===== src/rtl/core/gpt_front.sv =====
module gpt_front #(
  parameter int UNIFORM_BITS = 31
) (
  input  logic                      clk,
  input  logic                      rst,
  input  logic                      sample_valid,
  output logic                      sample_ready,
  input  logic [UNIFORM_BITS-1:0]   sample_u,
  input  logic [UNIFORM_BITS-1:0]   sample_v,
  input  logic                      full,
  output logic                      push,
  output logic [4*UNIFORM_BITS-4:0] push_data
);

  localparam int F  = UNIFORM_BITS - 1;
  localparam int QW = 2 * F;
  localparam int MW = F + 1;
  localparam logic [MW-1:0] HALF = MW'(1) << F;

  logic          s1_vld;
  logic          s1_neg;
  logic [MW-1:0] s1_ma;
  logic [MW-1:0] s1_mb;
  logic            s2_vld;
  logic            s2_neg;
  logic [2*MW-1:0] s2_a2;
  logic [2*MW-1:0] s2_b2;
  logic [2*MW:0]   sum;
  logic            keep;
  logic            adv;

  assign sum  = {1'b0, s2_a2} + {1'b0, s2_b2};
  // drop the origin and everything on or outside the unit circle
  assign keep = (sum != '0) && (sum[2*MW:QW] == '0);
  assign adv  = !(s2_vld && keep && full);

  assign sample_ready = adv;
  assign push         = s2_vld && keep && !full;
  assign push_data    = {s2_neg, s2_a2[QW-1:0], sum[QW-1:0]};

  always_ff @(posedge clk) begin
    if (rst) begin
      s1_vld <= 1'b0;
      s2_vld <= 1'b0;
    end else if (adv) begin
      s1_vld <= sample_valid;
      s2_vld <= s1_vld;
    end
  end

  always_ff @(posedge clk) begin
    if (adv) begin
      s1_neg <= sample_u < HALF;
      s1_ma  <= (sample_u < HALF) ? HALF - sample_u : sample_u - HALF;
      s1_mb  <= (sample_v < HALF) ? HALF - sample_v : sample_v - HALF;
      s2_neg <= s1_neg;
      s2_a2  <= (2*MW)'(s1_ma) * (2*MW)'(s1_ma);
      s2_b2  <= (2*MW)'(s1_mb) * (2*MW)'(s1_mb);
    end
  end

endmodule


===== config.mk =====
export PLATFORM = sky130hd
export DESIGN_NAME = gpt_front
export DESIGN_NICKNAME = d
export VERILOG_FILES = /design/src/rtl/core/gpt_front.sv
export SDC_FILE = /design/constraint.sdc
export NUM_CORES = 2
export LEC_CHECK = 0
export BUFFER_PORTS_ARGS = -buffer_cell sky130_fd_sc_hd__buf_2
export CORE_MARGIN = 4
export CORE_UTILIZATION = 67
export CTS_BUF_LIST = sky130_fd_sc_hd__clkbuf_16
export CTS_CLUSTER_DIAMETER = 80
export DETAILED_ROUTE_END_ITERATION = 6
export PLACE_DENSITY = 0.85
export SLEW_MARGIN = 20
export SYNTH_ARGS = -nofsm -noshare
export SYNTH_HDL_FRONTEND = slang
export SYNTH_SLANG_ARGS = --single-unit

===== constraint.sdc =====
create_clock -name clk -period 10.9 [get_ports clk]
set_input_delay 1.09 -clock clk [delete_from_list [all_inputs] [get_ports clk]]
set_output_delay 1.09 -clock clk [all_outputs]
set_load 0.01 [all_outputs]

==> qor.yml <==
clock_network:
  cts_setup_buffers: 0
  holdBufCountCts: 0
  cts_tree: "done"
  cts.repair.resized: 0
  clk_latency_ns: 0.54
  cts.sinks: 188
  path_clk_slew_ns: 0.09
  cts_made_buffers: 17
  cts_root_buf: "clkbuf_16"
  h-tree-depth: 4
  max-clock-path-buffers: 2
place:
  hpwl_um: 144000
  gp_congestion: 0.984
  io_buffers: 187
synth:
  synthTopCellsByCount: "inv_1 (1887), fa_1 (1496), nand2_1 (619)"
  async_flop_share_pct: 0
  synthDistinctLibCells: 96
  synth-seq-area-share_pct: 8.57
  netlist_top_cells_area: "fa_1 (46%), ha_1 (12%), inv_1 (11%), edfxtp_1 (8.5%), and2_1 (3.8%)"
  synth_top_area_cell: "fa_1"
  netlist_instances: 6897
  syn_avg_cell_area_um2: 9.52
  yosysWarnings: 0
  synth_top_area_share_pct: 45.6
  synth_nets: 9064
  synth-main-ff-cell: "edfxtp_1"
  synth-edff-count: 186
  synth_area_um2: 65700
  ys_ff_latch: 188
  yosysMostFrequentCell: "inv_1"
grt:
  grt_max_degree: 114
  gr-total-overflow: 0
  grt_pass1_vias: 53396
  track_usage_pct: 34.9
  grt_first_pass_wirelength_um: 278000
  grt_antenna_before_repair: 11
timing:
  period_needed_ns: 9.48
  max_freq_ghz: 0.106
  rsz0062_at_grt: "false"
  hold_viol: 0
  report.final.slew_viol_count: 0
  finClkSkew_ns: 0.0258
  period_share_pct: 86.9
  final-setup-viol-count: 0
  slew_headroom_pct: 23.5
  fin_setup_tns_ns: 0
  worstMarginPinSlew_ns: 1.15
worst_setup_path:
  cp.arrival_ns: 9.76
  start_kind: "register"
  worst-path-max-fanout: 16
  worstRegToRegCells: 26
  r2r_setup_slack_ns: 1.42
  cp-end-kind: "register"
  cp.required_ns: 11.19
  rr_endpoint: "s2_b2[59]"
  r2r-start: "s1_mb[14]"
  critical_path_class: "register to register"
outcome:
  status: "finished clean"
worst_hold_path:
  hold_class: "register to register"
  min_delay_path_depth: 0
  worstHoldStart: "s1_neg"
  min_to: "s2_neg"
die:
  core-area_um2: 97000
  die_h_um: 321
  die-area_um2: 103000
  row_count: 114
  num_io_pins: 189
  start_util_pct: 67.7
  dieWidth_um: 321
routing:
  wl_um: 171000
  ant_nets: 0
  drt_iter0_drc: 4191
  drt_pass1_iterations: 5
  drc: 0
  via_count: 47666
  avgViaCountPerCell: 5.85
  wl_per_cell_um: 21.0
final_layout:
  area_growth_syn_to_layout_pct: 3.44
  antenna_cells: 0
  drive_gt1_share_pct: 5.04
  layout.nets: 9033
flow_run:
  cap_violations: 0
[cell usage in the layout, fill, tap and decap left out, types with 143 or more instances in the layout]
| cell type | synthesis | layout |
|---|---|---|
| xnor2_1 | 143 | 143 |
| inv_1 | 1887 | 1887 |
| buf_2 | 23 | 187 |
| a21oi_1 | 230 | 230 |
| fa_1 | 1496 | 1496 |
| and2_1 | 398 | 398 |
| edfxtp_1 | 186 | 186 |
| nand2_1 | 619 | 619 |
| nor2_1 | 193 | 193 |
| ha_1 | 605 | 605 |
[cells by family (layout without fill, tap and decap cells)]
| kind of cell | Yosys count | in the layout | synth area share [%] |
|---|---|---|---|
| xor+xnor | 265 | 265 | 3.53 |
| fa+ha+maj | 2101 | 2101 | 57.1 |
| other cells | 1 | 1 | 0.00571 |
| buf+inv | 2191 | 2173 | 13.0 |
| simple gates | 1490 | 1490 | 11.1 |
| flops | 188 | 188 | 8.57 |
| compound gates | 648 | 648 | 6.43 |
| mux | 13 | 13 | 0.208 |
[routing by layer]
metal | routed length (um) | share of wire (%) | GRT usage, % | vias up
met5 | 69 | 0.040 | 0 | -
met4 | 8130 | 4.7 | 15.1 | 8
met3 | 18300 | 11 | 8.85 | 633
met2 | 81400 | 47 | 56.4 | 2382
met1 | 63600 | 37 | 45.3 | 24062
li1 | - | - | - | 20581
[critical path, cell delays in order (launching register included)]
cell and delay [ns]:
edfxtp_1 0.79, inv_1 0.32, nor2_1 0.29, fa_1 0.49, fa_1 0.51, fa_1 0.53, inv_1 0.05, fa_1 0.47
inv_1 0.05, fa_1 0.49, fa_1 0.58, fa_1 0.43, fa_1 0.44, ha_1 0.41, nand4_1 0.15, nor2_1 0.16
nand4_1 0.11, a31oi_1 0.19, nor3_1 0.09, buf_4 0.16, a211oi_1 0.61, nor2_1 0.21, o31ai_1 0.52, a41oi_1 0.25
a311oi_1 0.53, a21boi_0 0.21, xnor2_1 0.16
[how the worst max path moves through the flow]
| stage | depth (start not counted) | end | startpoint | slack [ns] |
|---|---|---|---|---|
| after global routing | 28 | s2_b2[59] | s1_mb[14] | 0.85 |
| final | 26 | s2_b2[59] | s1_mb[14] | 1.42 |
| after global placement | 27 | s2_b2[59] | s1_mb[9] | 1.67 |
| after floorplan | 29 | s2_b2[59] | s1_mb[9] | 2.90 |
| after detailed placement | 26 | s2_b2[59] | s1_mb[9] | 1.47 |
| after CTS | 26 | s2_b2[59] | s1_mb[9] | 1.43 |
[through the flow]
step,instances,hold WS [ns],instance area (um^2),worst slack [ns],utilization [%]
after floorplan,6897,0.400,65700,2.90,-
after global placement,8122,0.404,67300,1.67,69.3
after detailed placement,8122,0.425,67300,1.47,69.3
after CTS,8154,0.441,67900,1.43,70.0
after global routing,8155,0.452,67900,0.854,70.0
final,8155,0.440,67900,1.42,70.0
[area by class of cell]
class | count | area, um^2
clock inverters | 15 | 204
well taps | 1276 | 1600
multi-input cells | 4518 | 51500
fillers | 6975 | 29100
inverters | 1888 | 7090
flip-flops and latches | 188 | 5630
repair buffers | 253 | 1450
clock buffers | 17 | 425
[state kept, by name, summed over array words and instances (netlist names)]
signal / count
s1_ma: 31
s1_mb: 31
s1_neg: 1
s1_vld: 1
s2_a2: 61
s2_b2: 61
s2_neg: 1
s2_vld: 1
Power is left out: the tool's default activity adds up to more than one toggle a clock period on the data nets, which glitch-free logic cannot reach.
