==> config.mk <==
export PLATFORM = sky130hd
export DESIGN_NAME = gpt_queue
export DESIGN_NICKNAME = d
export VERILOG_FILES = /design/src/rtl/core/gpt_pkg.sv /design/src/rtl/core/gpt_queue.sv
export SDC_FILE = /design/constraint.sdc
export NUM_CORES = 1
export LEC_CHECK = 0
export BUFFER_PORTS_ARGS = -buffer_cell sky130_fd_sc_hd__buf_2
export CAP_MARGIN = 20
export CELL_PAD_IN_SITES_DETAIL_PLACEMENT = 0
export CELL_PAD_IN_SITES_GLOBAL_PLACEMENT = 2
export CORE_MARGIN = 2
export CORE_UTILIZATION = 45
export DETAILED_ROUTE_END_ITERATION = 8
export GPL_ROUTABILITY_DRIVEN = 0
export PLACE_DENSITY = 0.83
export SLEW_MARGIN = 20
export SYNTH_ARGS = -nofsm -noshare
export SYNTH_HDL_FRONTEND = slang
export SYNTH_SLANG_ARGS = --single-unit
==> constraint.sdc <==
create_clock -name clk -period 4.98 [get_ports clk]
set_input_delay 0.747 -clock clk [delete_from_list [all_inputs] [get_ports clk]]
set_output_delay 0.747 -clock clk [all_outputs]
set_load 0.005 [all_outputs]
==> src/rtl/core/gpt_pkg.sv <==
package gpt_pkg;

  // 2*ln(2) in Q.30, rounded to nearest
  localparam logic [30:0] TWO_LN2_Q30 = 31'h58B90BFC;
  localparam int Q_FRAC = 30;

  // back-end datapath widths
  localparam int NRM_W  = 64;   // normalizer word, holds Q left aligned
  localparam int LZ_W   = 6;
  localparam int X_W    = 31;   // Q1.30 mantissa and Q.30 ratio
  localparam int FRAC_W = 30;
  localparam int Y_W    = 38;
  localparam int P1_W   = 39;
  localparam int P2_W   = 61;
  localparam int V_W    = 62;
  localparam int RT_W   = 63;

  localparam int QUEUE_DEPTH = 4;
  localparam int QPTR_W      = 2;

  localparam logic [31:0] SAT_POS = 32'h7FFFFFFF;
  localparam logic [31:0] SAT_NEG = 32'h80000000;

endpackage

==> src/rtl/core/gpt_queue.sv <==
module gpt_queue import gpt_pkg::*; #(
  parameter int WIDTH = 121
) (
  input  logic             clk,
  input  logic             rst,
  input  logic             push,
  input  logic [WIDTH-1:0] push_data,
  output logic             full,
  input  logic             pop,
  output logic [WIDTH-1:0] head,
  output logic             empty
);

  logic [WIDTH-1:0]  mem [QUEUE_DEPTH];
  logic [QPTR_W-1:0] wr_ptr;
  logic [QPTR_W-1:0] rd_ptr;
  logic [QPTR_W:0]   count;
  logic              do_pop;

  assign full   = count == (QPTR_W+1)'(QUEUE_DEPTH);
  assign empty  = count == '0;
  assign head   = mem[rd_ptr];
  assign do_pop = pop && !empty;

  always_ff @(posedge clk) begin
    if (rst) begin
      wr_ptr <= '0;
      rd_ptr <= '0;
      count  <= '0;
    end else begin
      if (push) wr_ptr <= wr_ptr + 1'b1;
      if (do_pop) rd_ptr <= rd_ptr + 1'b1;
      count <= count + (QPTR_W+1)'(push) - (QPTR_W+1)'(do_pop);
    end
  end

  always_ff @(posedge clk) begin
    if (push) mem[wr_ptr] <= push_data;
  end

  a_no_overflow: assert property (@(posedge clk) disable iff (rst)
    full |-> !push) else $error("queue push while full");
  a_count_range: assert property (@(posedge clk) disable iff (rst)
    count <= (QPTR_W+1)'(QUEUE_DEPTH)) else $error("queue count out of range");

endmodule

==> metrics.md <==
| Metric | Value |
|---|---|
| Area growth, synth to finish | `18.6%` |
| Post-synthesis xor/xnor area fraction | `less than 1%` |
| DRT iter0 DRCs | `about 620` |
| Main synth FF type | `edfxtp_1` |
| GR Util met3 | `5.29%` |
| Critical path capture point type | `output pin` |
| Post-Syn Instances | `just under 700` |
| Least-Margin Pin Slew | `~1000 ps` |
| Met2 usage | `24.8%` |
| Nets | `1092` |
| Syn nets | `809` |
| First-pass GRT wire length | `50200 µm` |
| Post-synth EDFFs | `484` |
| Switch share | `22.9%` |
| Multi-input logic area | `3000 µm²` |
| P_sw | `2.29 mW` |
| Vias in the first global route | `8495` |
| CTS tree | `done` |
| DRT antenna net count | `0` |
| Global route hottest layer | `met2` |
| Cts hold-fix bufs | `0` |
| Post-synth top area share | `approximately four fifths` |
| Core box area | `39600 µm²` |
| Final setup viols | `0` |
| RSZ-0062 raised after global routing | `false` |
| Layout Skew | `about 12 ps` |
| Worst skew pair latency | `570 ps` |
| I/O pins | `248` |
| Starting density of the core | `45.5%` |
| DRT Pass-1 Iters | `5` |
| Initial antenna violation count | `9` |
| Seq pwr share | `48.7%` |
| Commonest non-fill, non-tap cell in the layout | `edfxtp_1` |
| PwrDens | `470 nW/µm²` |
| Setup CP Type | `flop to output pin` |
| Avg Cell Area, Syn | `~27 µm²` |
| Clock share of power | `36.1%` |
| WL final | `33300 µm` |
| Post-synthesis compound-gate area fraction | `0.0972%` |
| Inserted Clock Buffers | `49` |
| Largest net degree at the start of global routing | `68` |
| Post-Synth Adder-Cell Area | `0.528%` |
| # rows | `73` |
| Root buf cell | `clkbuf_16` |
| Met1 usage | `21.9%` |
| Clock sink count | `approximately 490` |
| Post-CTS setup buffers | `0` |
| Rel. slew slack | `31.1%` |
| Sum of negative setup slack | `0 ps` |
| VDD IR max | `335 µV` |
| Min Tclk post-route | `3390 ps` |
| Synth Area in Simple Gates | `0.437%` |
| Grt total ovfl | `0` |
| Tcrit/Tclk final | `68.0%` |
| Synthesized area | `18000 µm²` |
| Post_cts resized | `0` |
| Maxcap violations | `0` |
| HPWL after DPL | `19800 µm` |
| Status | `finished clean` |
| Warnings, synthesis | `0` |
| CTS max path bufs | `3` |
| Worst EP arrival | `2640 ps` |
| CP required | `about 4200 ps` |
| Slew Viols, Final | `0` |
| Ys async rst share | `0%` |
| Design Power | `10.0 mW` |
| Pint | `between 7 and 8 mW` |
| FILL cells | `roughly 3100` |
| Area leader, netlist | `edfxtp_1` |
| Layout cells sized above 1 | `46.0%` |
| Worst Path Max Fanout | `43` |
| Area occupied by registers | `between 10000 and 15000 µm²` |
| Leakage | `7.13 nW` |
| Via count | `7959` |
| Sequential share of the synthesized area | `81.6%` |
| Largest family of logic cells by synthesized area | `multiplexers` |
| FF+latch count, synth | `493` |
| Most frequent cells in the layout | `484 x edfxtp_1, 247 x buf_2, 121 x mux4_2` |
| Mux cell area share after synthesis | `15.4%` |
| DRC | `0` |
| Number of H-tree levels | `2` |
| Clk pin slew, worst setup/hold paths | `about 60 ps` |
| DR vias/cell | `5.19` |
| Gr usage total | `16.2%` |
| Final Hold Fails | `0` |
| Die footprint | `41700 µm²` |
| Gate power share | `15.2%` |
| Top cells by area, synth | `edfxtp_1 81%, mux4_2 15%, buf_12 1.1%` |
| HP Class | `primary input to flop` |
| Wire per inst | `21.7 µm` |
| Yosys cell types | `23` |
| Setup crit start kind | `flop` |
| Die Wd | `204 µm` |
| Port buffer count | `247` |
| Die Y | `204 µm` |
| FMAX | `295 MHz` |
-- path summary, 6_finish.rpt --
check | startpoint | to | slack, ps | cells after the start
max | flop | head[94] | 1590 | 3
min | push_data[16] | mem[3][16] | 380 | 1
min reg2reg | wr_ptr[1] | wr_ptr[1] | 550 | 2
max reg2reg | count[1] | count[2] | 2980 | 8
-- cell families (layout without fill, tap and decap cells) --
logic type	count (synthesis)	count (layout)
other cells	0	8
xor+xnor	2	2
simple gates	15	15
buf+inv	33	356
fa+ha+maj	7	7
flops	493	493
mux	125	125
compound gates	2	2
-- routing by layer --
layer / wire length (µm) / part of all wire (%)
met1: 13600 / 41
met2: 15600 / 47
met4: 842 / 2.5
met3: 3130 / 9.4
met5: 69 / 0.21
-- through the flow --
stage	instances	util, %	instance area, µm²	hold slack, ps	worst slack (ps)
after floorplan	677	-	18000	514	962
after global placement	1434	49.8	19800	548	2140
after detailed placement	1434	49.8	19800	551	2120
after CTS	1525	53.9	21400	342	1490
after global routing	1527	53.9	21400	356	1390
final	1533	53.9	21400	382	1590
-- power by group through the flow --
stage	Combinational, mW	Sequential (mW)	Clock (mW)
final	1.53	4.89	3.62
after global routing	1.68	4.91	3.87
after CTS	1.58	4.90	3.72
after detailed placement	1.57	4.99	0
after global placement	1.56	4.97	0
after floorplan	1.12	4.93	0
-- area by class of cell --
cell class / count / share of cell area [%]
clock inverter: 32 / 1.32
clock buffer: 59 / 6.16
timing repair buffer: 260 / 6.36
inverter: 5 / 0.0878
tap: 525 / 3.07
multi-input combinational: 151 / 14.0
sequential: 493 / 68.9
antenna: 8 / 0.0936
-- worst max-delay path, stage by stage (launching register included) --
cell and delay [ps]:
dfxtp_4 510, buf_4 700, mux4_2 630, buf_2 150
-- flip-flops by register name (all words and copies together) (netlist names), named ones only --
register	flops
mem	484
count	3
rd_ptr	2
wr_ptr	2
-- synth_stat cells (2+ instances only) --
cell type,instances
edfxtp_1,484
mux4_2,121
buf_12,10
buf_2,9
dfxtp_1,9
ha_1,6
nor2_1,6
inv_1,5
and2_1,4
buf_1,3
buf_4,3
mux2_2,3
nor2b_1,3
clkbuf_1,2
No activity file was read; power rests on OpenSTA's default activity.
